--- config.mk ---
export PLATFORM = sky130hd
export DESIGN_NAME = timer_and_interrupt_controller
export DESIGN_NICKNAME = d
export VERILOG_FILES = /design/src/tac_pkg.sv /design/src/timer_and_interrupt_controller.sv
export SDC_FILE = /design/constraint.sdc
export NUM_CORES = 1
export LEC_CHECK = 0
export BUFFER_PORTS_ARGS = -buffer_cell sky130_fd_sc_hd__buf_2
export CAP_MARGIN = 20
export CORE_UTILIZATION = 59
export CTS_CLUSTER_DIAMETER = 80
export DETAILED_ROUTE_END_ITERATION = 16
export GPL_ROUTABILITY_DRIVEN = 1
export PLACE_DENSITY_LB_ADDON = 0.05
export SKIP_LAST_GASP = 1
export SLEW_MARGIN = 15
export SYNTH_ARGS = -nofsm -noshare
export SYNTH_HDL_FRONTEND = slang
export SYNTH_SLANG_ARGS = --single-unit
--- constraint.sdc ---
create_clock -name clk_i -period 5.17 [get_ports clk_i]
set_clock_uncertainty 0.15 [all_clocks]
set_input_delay 1.034 -clock clk_i [delete_from_list [all_inputs] [get_ports clk_i]]
set_output_delay 1.034 -clock clk_i [all_outputs]
set_load 0.02 [all_outputs]
--- src/tac_pkg.sv ---
// ----------------------------------------------------------------------------
// tac_pkg
// Shared types and constants for the timer and interrupt controller: request
// and register codes, item payload structs, edge taps and vector base.
// ----------------------------------------------------------------------------
package tac_pkg;

  // Request codes carried in req_type
  typedef enum logic [2:0] {
    REQ_TICK  = 3'd0,
    REQ_WRITE = 3'd1,
    REQ_READ  = 3'd2,
    REQ_RAISE = 3'd3,
    REQ_POLL  = 3'd4
  } req_type_e;

  // Register select codes
  typedef enum logic [2:0] {
    REG_COUNT   = 3'd0,
    REG_RELOAD  = 3'd1,
    REG_CONTROL = 3'd2,
    REG_FLAGS   = 3'd3,
    REG_ENABLES = 3'd4
  } reg_sel_e;

  // Counter bit tapped for each timer rate select
  localparam int EdgeBitSel0 = 9;
  localparam int EdgeBitSel1 = 3;
  localparam int EdgeBitSel2 = 5;
  localparam int EdgeBitSel3 = 7;

  // Timer control layout
  localparam int CtrlEnableBit = 2;

  // Flag bit raised by a timer reload
  localparam int TimerIrqBit = 2;

  // Counter units added by one serviced interrupt
  localparam logic [7:0] PollTicks = 8'd20;

  localparam logic [7:0] CountMax   = 8'd255;
  localparam logic [6:0] VectorBase = 7'h40;

  typedef struct packed {
    logic [2:0] req_type;
    logic [5:0] mcycles;
    logic [2:0] reg_sel;
    logic [7:0] write_data;
    logic [2:0] irq_number;
    logic       master_enable;
  } in_item_t;

  typedef struct packed {
    logic [7:0] read_data;
    logic       irq_taken;
    logic [6:0] vector;
    logic       timer_overflow;
  } out_item_t;

endpackage

--- src/timer_and_interrupt_controller.sv ---
// ----------------------------------------------------------------------------
// timer_and_interrupt_controller
// Free-running cycle counter with a falling-edge driven timer, reload and
// interrupt flag, register access and lowest-first interrupt servicing.
// ----------------------------------------------------------------------------
// Flow: an accepted item passes the input register, then the result register;
//   every item gives exactly one result.
// Throughput: one item per cycle; the single pass of logic between the input
//   register and the result register updates all state in that cycle. A result
//   held by out_ready_i low stalls the item waiting behind it.
// Reset: rst_ni clears both pipeline valids and every timer and interrupt
//   register to zero.
module timer_and_interrupt_controller
  import tac_pkg::*;
#(
  parameter int NUM_SOURCES  = 5,
  parameter int COUNTER_BITS = 16
) (
  input  logic      clk_i,
  input  logic      rst_ni,
  input  logic      in_valid_i,
  output logic      in_ready_o,
  input  in_item_t  in_item_i,
  output logic      out_valid_o,
  input  logic      out_ready_i,
  output out_item_t out_item_o
);

  localparam int SrcCmpBits = 4;

  // Pipeline registers
  logic      in_valid_q;
  in_item_t  item_q;
  logic      out_valid_q;
  out_item_t res_q;
  out_item_t res_d;
  logic      proc_fire;

  // Architectural state
  logic [COUNTER_BITS-1:0] cycle_counter_q, cycle_counter_d;
  logic [7:0]              timer_count_q, timer_count_d;
  logic [7:0]              timer_reload_q, timer_reload_d;
  logic [2:0]              timer_control_q, timer_control_d;
  logic [7:0]              irq_flags_q, irq_flags_d;
  logic [7:0]              irq_enables_q, irq_enables_d;

  // Datapath intermediates
  logic                    src_found;
  logic [2:0]              src_idx;
  logic                    do_advance;
  logic [7:0]              adv_amount;
  logic [COUNTER_BITS-1:0] counter_sum;
  logic                    tap_before, tap_after;
  logic                    timer_step;
  logic                    overflow;

  assign proc_fire  = in_valid_q && (!out_valid_q || out_ready_i);
  assign in_ready_o = !in_valid_q || proc_fire;

  // Pick the lowest pending and enabled source
  always_comb begin
    src_found = 1'b0;
    src_idx   = 3'd0;
    for (int i = NUM_SOURCES - 1; i >= 0; i--) begin
      if (irq_flags_q[i] && irq_enables_q[i]) begin
        src_found = 1'b1;
        src_idx   = 3'(i);
      end
    end
  end

  // Advance the counter and detect a falling edge on the selected tap
  always_comb begin
    do_advance = 1'b0;
    adv_amount = {item_q.mcycles, 2'b00};
    if (item_q.req_type == REQ_TICK) begin
      do_advance = 1'b1;
    end else if (item_q.req_type == REQ_POLL && item_q.master_enable && src_found) begin
      do_advance = 1'b1;
      adv_amount = PollTicks;
    end
    counter_sum = cycle_counter_q + COUNTER_BITS'(adv_amount);
    case (timer_control_q[1:0])
      2'd0: begin
        tap_before = cycle_counter_q[EdgeBitSel0];
        tap_after  = counter_sum[EdgeBitSel0];
      end
      2'd1: begin
        tap_before = cycle_counter_q[EdgeBitSel1];
        tap_after  = counter_sum[EdgeBitSel1];
      end
      2'd2: begin
        tap_before = cycle_counter_q[EdgeBitSel2];
        tap_after  = counter_sum[EdgeBitSel2];
      end
      default: begin
        tap_before = cycle_counter_q[EdgeBitSel3];
        tap_after  = counter_sum[EdgeBitSel3];
      end
    endcase
    timer_step = do_advance && timer_control_q[CtrlEnableBit] && tap_before && !tap_after;
    overflow   = timer_step && (timer_count_q == CountMax);
  end

  // Next state and result for the item in the input register
  always_comb begin
    cycle_counter_d = cycle_counter_q;
    timer_count_d   = timer_count_q;
    timer_reload_d  = timer_reload_q;
    timer_control_d = timer_control_q;
    irq_flags_d     = irq_flags_q;
    irq_enables_d   = irq_enables_q;
    res_d           = '0;

    unique case (item_q.req_type)
      REQ_WRITE: begin
        unique case (item_q.reg_sel)
          REG_COUNT:   timer_count_d   = item_q.write_data;
          REG_RELOAD:  timer_reload_d  = item_q.write_data;
          REG_CONTROL: timer_control_d = item_q.write_data[2:0];
          REG_FLAGS:   irq_flags_d     = item_q.write_data;
          REG_ENABLES: irq_enables_d   = item_q.write_data;
          default: ;
        endcase
      end
      REQ_READ: begin
        unique case (item_q.reg_sel)
          REG_COUNT:   res_d.read_data = timer_count_q;
          REG_RELOAD:  res_d.read_data = timer_reload_q;
          REG_CONTROL: res_d.read_data = {5'b0, timer_control_q};
          REG_FLAGS:   res_d.read_data = irq_flags_q;
          REG_ENABLES: res_d.read_data = irq_enables_q;
          default:     res_d.read_data = 8'd0;
        endcase
      end
      REQ_RAISE: begin
        if ({1'b0, item_q.irq_number} < SrcCmpBits'(NUM_SOURCES)) begin
          irq_flags_d = irq_flags_q | (8'd1 << item_q.irq_number);
        end
      end
      REQ_POLL: begin
        if (item_q.master_enable && src_found) begin
          irq_flags_d     = irq_flags_q & ~(8'd1 << src_idx);
          res_d.irq_taken = 1'b1;
          res_d.vector    = VectorBase + {1'b0, src_idx, 3'b000};
        end
      end
      default: ;
    endcase

    // Counter advance from a tick or a serviced poll
    if (do_advance) begin
      cycle_counter_d = counter_sum;
      if (overflow) begin
        timer_count_d              = timer_reload_q;
        irq_flags_d[TimerIrqBit]   = 1'b1;
        res_d.timer_overflow       = 1'b1;
      end else if (timer_step) begin
        timer_count_d = timer_count_q + 8'd1;
      end
    end
  end

  // Input register
  always_ff @(posedge clk_i or negedge rst_ni) begin
    if (!rst_ni) begin
      in_valid_q <= 1'b0;
    end else if (in_ready_o) begin
      in_valid_q <= in_valid_i;
    end
  end

  always_ff @(posedge clk_i) begin
    if (in_ready_o && in_valid_i) begin
      item_q <= in_item_i;
    end
  end

  // Result register
  always_ff @(posedge clk_i or negedge rst_ni) begin
    if (!rst_ni) begin
      out_valid_q <= 1'b0;
    end else if (proc_fire) begin
      out_valid_q <= 1'b1;
    end else if (out_ready_i) begin
      out_valid_q <= 1'b0;
    end
  end

  always_ff @(posedge clk_i) begin
    if (proc_fire) begin
      res_q <= res_d;
    end
  end

  // Timer and interrupt state
  always_ff @(posedge clk_i or negedge rst_ni) begin
    if (!rst_ni) begin
      cycle_counter_q <= '0;
      timer_count_q   <= '0;
      timer_reload_q  <= '0;
      timer_control_q <= '0;
      irq_flags_q     <= '0;
      irq_enables_q   <= '0;
    end else if (proc_fire) begin
      cycle_counter_q <= cycle_counter_d;
      timer_count_q   <= timer_count_d;
      timer_reload_q  <= timer_reload_d;
      timer_control_q <= timer_control_d;
      irq_flags_q     <= irq_flags_d;
      irq_enables_q   <= irq_enables_d;
    end
  end

  assign out_valid_o = out_valid_q;
  assign out_item_o  = res_q;

  // A reload always leaves the timer flag raised
  assert property (@(posedge clk_i) disable iff (!rst_ni)
    proc_fire && overflow |=> irq_flags_q[TimerIrqBit])
    else $error("timer reload did not raise the timer flag");

  // The counter moves only when an item is processed
  assert property (@(posedge clk_i) disable iff (!rst_ni)
    !proc_fire |=> $stable(cycle_counter_q))
    else $error("cycle counter changed without an item");

  // A served interrupt carries a vector in the handler range, else none
  assert property (@(posedge clk_i) disable iff (!rst_ni)
    out_valid_o |-> (out_item_o.irq_taken ? out_item_o.vector[6]
                                          : (out_item_o.vector == 7'd0)))
    else $error("vector does not match irq_taken");

  // The timer steps only on a tick or a serviced poll
  assert property (@(posedge clk_i) disable iff (!rst_ni)
    timer_step |-> (item_q.req_type == REQ_TICK || item_q.req_type == REQ_POLL))
    else $error("timer stepped on a non-advancing request");

endmodule
==> results of run 1 <==
-- through the flow --
| stage | setup WS (ns) | instances | util, % | hold WS [ns] | total power [mW] |
|---|---|---|---|---|---|
| finish | 0.666 | 520 | 69.2 | 0.348 | 1.83 |
| global route | 0.353 | 520 | 69.2 | 0.374 | 1.92 |
| CTS | 0.686 | 519 | 68.9 | 0.352 | 1.83 |
| detailed placement | 0.725 | 503 | 65.8 | 0.337 | 1.35 |
| global placement | 0.901 | 503 | 65.8 | 0.323 | 1.33 |
| floorplan | 1.50 | 378 | - | 0.307 | 1.23 |
-- logic make-up after synthesis --
group | synth area share, %
DFF | 53.2
adders and majority gates | 3.11
muxes | 10.5
AOI/OAI and AO/OA | 13.6
buffers and inverters | 2.82
xor gates and xnor gates | 1.65
other | 0.0881
and+or+nand+nor | 15.0
-- cell type report --
type | count | share of cell area (%)
sequential | 83 | 47.7
multi-input combinational | 273 | 39.7
timing repair buffer | 45 | 5.11
clock buffer | 11 | 3.21
tap | 96 | 2.53
clock inverter | 5 | 1.24
inverter | 7 | 0.553
-- synth_stat cells, drive strengths merged (2+ instances only) --
master / count / share of area, %
a32o: 2 / 0.47
clkbuf: 8 / 0.71
mux2i: 11 / 2.6
nand3: 18 / 2.4
mux2: 30 / 7.9
a221o: 2 / 0.47
nand2: 33 / 2.9
a22oi: 5 / 0.88
inv: 7 / 0.62
nand3b: 3 / 0.53
o22a: 4 / 0.82
a22o: 2 / 0.41
nor4: 2 / 0.59
nor2b: 5 / 0.73
ha: 9 / 2.6
a21boi: 2 / 0.35
dfrtp: 45 / 26
and2: 8 / 1.2
a21oi: 21 / 2.6
o21ai: 15 / 1.8
nor3: 7 / 1.1
a32oi: 2 / 0.41
nor2: 42 / 3.7
buf: 7 / 1.5
a31oi: 5 / 0.73
and3: 3 / 0.56
nand2b: 7 / 1.0
a21o: 5 / 0.88
o311ai: 2 / 0.41
xnor2: 8 / 1.6
o211ai: 2 / 0.47
edfxtp: 38 / 27
a211oi: 3 / 0.94
o31ai: 2 / 0.35
-- final timing paths --
check / depth (start not counted) / slack (ns) / to
min: 1 / 0.35 / out_valid_o$_DFFE_PN0P_
min reg2reg: 1 / 0.35 / out_valid_o$_DFFE_PN0P_
min in group asynchronous: 1 / 0.40 / cycle_counter_q[6]$_DFFE_PN0P_
max in group asynchronous: 2 / 3.99 / timer_count_q[6]$_DFFE_PN0P_
max reg2reg: 14 / 0.67 / timer_count_q[3]$_DFFE_PN0P_
max: 14 / 0.67 / timer_count_q[3]$_DFFE_PN0P_
-- metal layers --
metal	vias to the layer above	global-route usage, %	wire [µm]
met5	-	0	0
met4	0	10.5	174
met3	14	6.07	523
met2	117	39.9	4130
met1	1447	35.9	4170
li1	1464	-	-
-- registers in the layout, indices dropped and copies added, names as in the netlist, 3 cells and up --
register         count
out_item_o          14
irq_flags_q          8
irq_enables_q        8
timer_reload_q       8
cycle_counter_q      8
item_q              24
timer_control_q      3
timer_count_q        8
-- report_power, final --
part	switching [mW]	internal, mW
logic	0.226	0.204
clock network	0.235	0.255
registers	0.116	0.794
==> metrics.yaml, run 1 <==
synth:
  synth_edf_count: 38
  synthCells: 376
  ys_warn_count: 0
  synth.distinct_cells: 59
  async_flop_share_pct: 54.2
  synth_ff_type: "dfrtp_1"
  synth_area_um2: 4260
  ys_seq_area_share_pct: 53.2
  synth.avg_cell_area_um2: 11.3
  ys_ff_latch: 83
flow_run:
  cap_violations: 0
setup_path:
  cpMostUsedCell: "nand2b_1"
  critPathKind: "flop to flop"
  cp.arrival_ns: 4.60
  slowest_stage: "nor4_4"
  critPathLaunchType: "flop"
  cp_max_fo: 14
  rr_startpoint: "irq_enables_q[3]$_DFFE_PN0P_"
  end_kind: "flop"
  cpPeakStageDelay_ns: 0.74
  crit_chain: "a22o_1 -> a211oi_2 -> a21boi_1 -> nand2b_1 -> nand2b_1 -> ha_1 -> and3_4 -> a211oi_4 -> o32ai_2 -> mux2i_1 -> nor4_4 -> buf_4 -> nor3_1 -> a221o_1"
  critical_path_buf_inv_count: 1
  required_ns: 5.27
  startpoint: "irq_enables_q[3]$_DFFE_PN0P_"
  critPathTopFamily: "simple AND/OR/NAND/NOR gates"
die:
  ios: 47
  core_um2: 6870
  die_y_um: 87.0
  initial_core_util_pct: 62.0
  dieWidth_um: 87.0
  die_area_um2: 7560
  rows: 30
routing:
  dr.pass1.iters: 5
  drt_iter0_drc: 199
  viasPerCell: 5.85
  wirelength_um: 8990
  vias: 3042
  drc: 0
  wire_per_inst_um: 17.3
  ant_nets: 0
worst_hold_path:
  min_path_type: "flop to flop"
  min_from: "in_valid_q$_DFFE_PN0N_"
timing:
  hold_violations: 0
  fmaxAchievable_ghz: 0.222
  max_slew.worst_pin.slew_ns: 1.02
  relSlewSlack_pct: 32.2
  slew_violations: 0
  min_period_over_period_pct: 87.1
  period_minus_slack_ns: 4.50
  rsz0062_at_grt: "no"
  finalSetupTns_ns: 0
  setup_viol: 0
clock_network:
  hold_buffers: 0
  cts.clk_slew.worst_paths_ns: 0.09
  clockBufferDepth: 2
  htreeDepth: 3
  cts.sinks: 83
  clockRootBuffer: "clkbuf_8"
  post_cts_buffers: 0
  numCtsBuffers: 9
  cts_resized: 0
  cts_tree: "built"
  insertion_delay_ns: 0.36
global_route:
  grt_pass1_vias: 2943
  antenna_found_initial: 0
  gr-total-overflow: 0
  grt_pass1_wl_um: 14500
  grt_max_degree: 46
  grt_usage_pct: 26.0
layout:
  regArea_um2: 2270
  fillers: 529
  multi_input_area_um2: 1890
  fin_nets: 457
  layout_commonest_cell: "dfrtp_1"
  layout_common_cells: "45 x dfrtp_1, 43 x buf_2, 42 x nor2_1, 38 x edfxtp_1, 33 x nand2_1"
  synthToLayoutAreaGrowth_pct: 11.7
  diodes: 0
  fin_area_um2: 4750
  drive_gt1_share_pct: 22.6
placement:
  placed_area_um2: 4520
  dp_hpwl_um: 6490
  numPortBuffers: 43
  routabilityCongestion: 0.938
power_and_ir_drop:
  ir_drop_v: 0.000213
  leakagePower_nw: 2.01
  p_per_area_nw_per_um2: 385
status:
  status: "finished, final reports clean"
(Power assumes the default switching activity.)
==> run 2: changes to the inputs <==
--- a/config.mk
+++ b/config.mk
@@ -7,7 +7,9 @@
 export LEC_CHECK = 0
 export BUFFER_PORTS_ARGS = -buffer_cell sky130_fd_sc_hd__buf_2
 export CAP_MARGIN = 20
-export CORE_UTILIZATION = 59
+export CELL_PAD_IN_SITES_DETAIL_PLACEMENT = 1
+export CELL_PAD_IN_SITES_GLOBAL_PLACEMENT = 1
+export CORE_UTILIZATION = 47
 export CTS_CLUSTER_DIAMETER = 80
 export DETAILED_ROUTE_END_ITERATION = 16
 export GPL_ROUTABILITY_DRIVEN = 1
==> run 2 against run 1 <==
  * Fmax up 9.5%
  * Sequential share of layout area about the same
  * Non-clock buffer count up 1
  * Final cell count up 2.5%
  * Utilization down 15 points
  * Power down 1.5%
  * Critical path type unchanged
  * Critical endpoint is now timer_count_q[2]$_DFFE_PN0P_
  * Largest cell class unchanged
  * Highest routed layer unchanged
==> metrics.yaml, run 2 (synthesis results as in run 1) <==
die:
  die_y_um: 97.2  # +12%
  ios: 47  # unchanged
  dieWidth_um: 97.2  # +12%
  initial_core_util_pct: 48.6  # -13 points
  die_area_um2: 9440  # +25%
  core_um2: 8760  # +28%
  rows: 34  # +13%
flow_run:
  cap_violations: 0  # unchanged
setup_path:
  critPathKind: "flop to flop"
  slowest_stage: "dfrtp_1"
  cp_max_fo: 20  # +6
  cpPeakStageDelay_ns: 0.42  # -0.32 ns
  critical_path_buf_inv_count: 1  # unchanged
  cpMostUsedCell: "nand2b_1"
  end_kind: "flop"
  required_ns: 5.28  # about the same
  critPathTopFamily: "compound AO/OA/AOI/OAI gates"
  cp.arrival_ns: 4.22  # -0.38 ns
  crit_chain: "a22o_1 -> a211oi_2 -> a21boi_1 -> nand2b_1 -> nand2b_1 -> ha_1 -> and3_4 -> a211oi_4 -> o311ai_1 -> a311oi_1 -> nor4_4 -> buf_4 -> a32o_1 -> a211o_1"
  critPathLaunchType: "flop"
global_route:
  grt_usage_pct: 23.5  # -2.5 points
  grt_max_degree: 46  # unchanged
  gr-total-overflow: 0  # unchanged
  grt_pass1_vias: 3193  # +8.5%
  grt_pass1_wl_um: 17100  # +17%
  antenna_found_initial: 0  # unchanged
clock_network:
  insertion_delay_ns: 0.37  # about the same
  cts_tree: "built"
  clockRootBuffer: "clkbuf_8"
  post_cts_buffers: 0  # unchanged
  cts.clk_slew.worst_paths_ns: 0.10  # about the same
  clockBufferDepth: 2  # unchanged
  hold_buffers: 0  # unchanged
  cts_resized: 0  # unchanged
  cts.sinks: 83  # unchanged
  numCtsBuffers: 9  # unchanged
  htreeDepth: 3  # unchanged
routing:
  ant_nets: 0  # unchanged
  drt_iter0_drc: 163  # -18%
  vias: 3081  # +1.3%
  wirelength_um: 10300  # +14%
  wire_per_inst_um: 19.3  # +11%
  drc: 0  # unchanged
  dr.pass1.iters: 5  # unchanged
  viasPerCell: 5.78  # -1.2%
placement:
  numPortBuffers: 43  # unchanged
  dp_hpwl_um: 7560  # +16%
  routabilityCongestion: 0.932  # -0.60%
timing:
  finalSetupTns_ns: 0  # unchanged
  slew_violations: 0  # unchanged
  rsz0062_at_grt: "no"
  max_slew.worst_pin.slew_ns: 0.845  # -0.172 ns
  hold_violations: 0  # unchanged
  setup_viol: 0  # unchanged
  relSlewSlack_pct: 43.5  # +11 points
  fmaxAchievable_ghz: 0.243  # +9.5%
  period_minus_slack_ns: 4.11  # -0.392 ns
  min_period_over_period_pct: 79.5  # -7.6 points
layout:
  synthToLayoutAreaGrowth_pct: 11.8  # about the same
  largest_register: "item_q"
  largest_register_ffs: 24  # unchanged
  drive_gt1_share_pct: 22.8  # +0.18 points
  fin_nets: 458  # +0.22%
  layout_common_cells: "45 x dfrtp_1, 42 x nor2_1, 42 x buf_2, 38 x edfxtp_1, 33 x nand2_1"
  diodes: 0  # unchanged
  layout_commonest_cell: "dfrtp_1"
worst_hold_path:
  min_path_type: "flop to flop"
power_and_ir_drop:
  p_per_area_nw_per_um2: 379  # -1.6%
  power_mw: 1.80  # -1.5%
  ir_drop_v: 0.000185  # -14%
  leakagePower_nw: 2.00  # -0.33%
status:
  status: "finished, final reports clean"
run 2: changes by cell type in the layout (fill, tap and decap cells not counted), sizes merged:
cell    previous run  this run
clkbuf            11        10
inv                9        11
bufinv             1         0
buf               45        46
run 2: path summary, 6_finish.rpt:
kind | start | to | slack [ns] | cells after the start
worst max-delay path | irq_enables_q[3]$_DFFE_PN0P_ | timer_count_q[2]$_DFFE_PN0P_ | 1.06 | 14
worst min-delay path | irq_flags_q[5]$_DFFE_PN0P_ | irq_flags_q[5]$_DFFE_PN0P_ | 0.35 | 1
worst max register to register | irq_enables_q[3]$_DFFE_PN0P_ | timer_count_q[2]$_DFFE_PN0P_ | 1.06 | 14
worst min register to register | irq_flags_q[5]$_DFFE_PN0P_ | irq_flags_q[5]$_DFFE_PN0P_ | 0.35 | 1
max in group asynchronous | rst_ni | timer_reload_q[1]$_DFFE_PN0P_ | 3.93 | 1
min in group asynchronous | rst_ni | timer_count_q[2]$_DFFE_PN0P_ | 0.52 | 1
run 2: layer usage:
metal / wire (µm) / GRT usage, % / share of wire [%] / up-vias
met2: 4890 / 37.1 / 48 / 72
met5: 0 / 0 / 0 / -
li1: - / - / - / 1464
met4: 137 / 6.89 / 1.3 / 0
met1: 4900 / 32.8 / 48 / 1532
met3: 334 / 4.96 / 3.3 / 13
run 2: power breakdown:
part	total [mW]	leakage, nW	switching [mW]	internal, mW
clock network	0.444	0.0938	0.259	0.185
logic	0.445	0.960	0.238	0.207
registers	0.912	0.948	0.119	0.793
run 2: cell type report:
class / instances / area, µm²
Fill cell: 956 / 4010
Multi-Input combinational cell: 273 / 1890
Timing Repair Buffer: 46 / 260
Inverter: 7 / 26.3
Clock buffer: 10 / 128
Sequential cell: 83 / 2270
Tap cell: 108 / 135
Clock inverter: 6 / 55.1
run 2: metrics by stage:
stage          cell area, µm²  util [%]  cells  hold WS (ns)  setup WS [ns]
3_3_place_gp             4550      51.9    516         0.318           1.23
2_1_floorplan            4270         -    378         0.307           1.50
5_1_grt                  4760      54.3    533         0.374          0.831
4_1_cts                  4730      54.0    532         0.352           1.06
3_5_place_dp             4550      51.9    516         0.328           1.09
6_report                 4760      54.3    533         0.346           1.06
run 2: worst reg2reg max path: stages, from the launching register on:
cell and delay, ns:
dfrtp_1 0.42, a22o_1 0.28, a211oi_2 0.28, a21boi_1 0.14, nand2b_1 0.36, nand2b_1 0.15
ha_1 0.33, and3_4 0.19, a211oi_4 0.32, o311ai_1 0.15, a311oi_1 0.40, nor4_4 0.09
buf_4 0.22, a32o_1 0.28, a211o_1 0.22
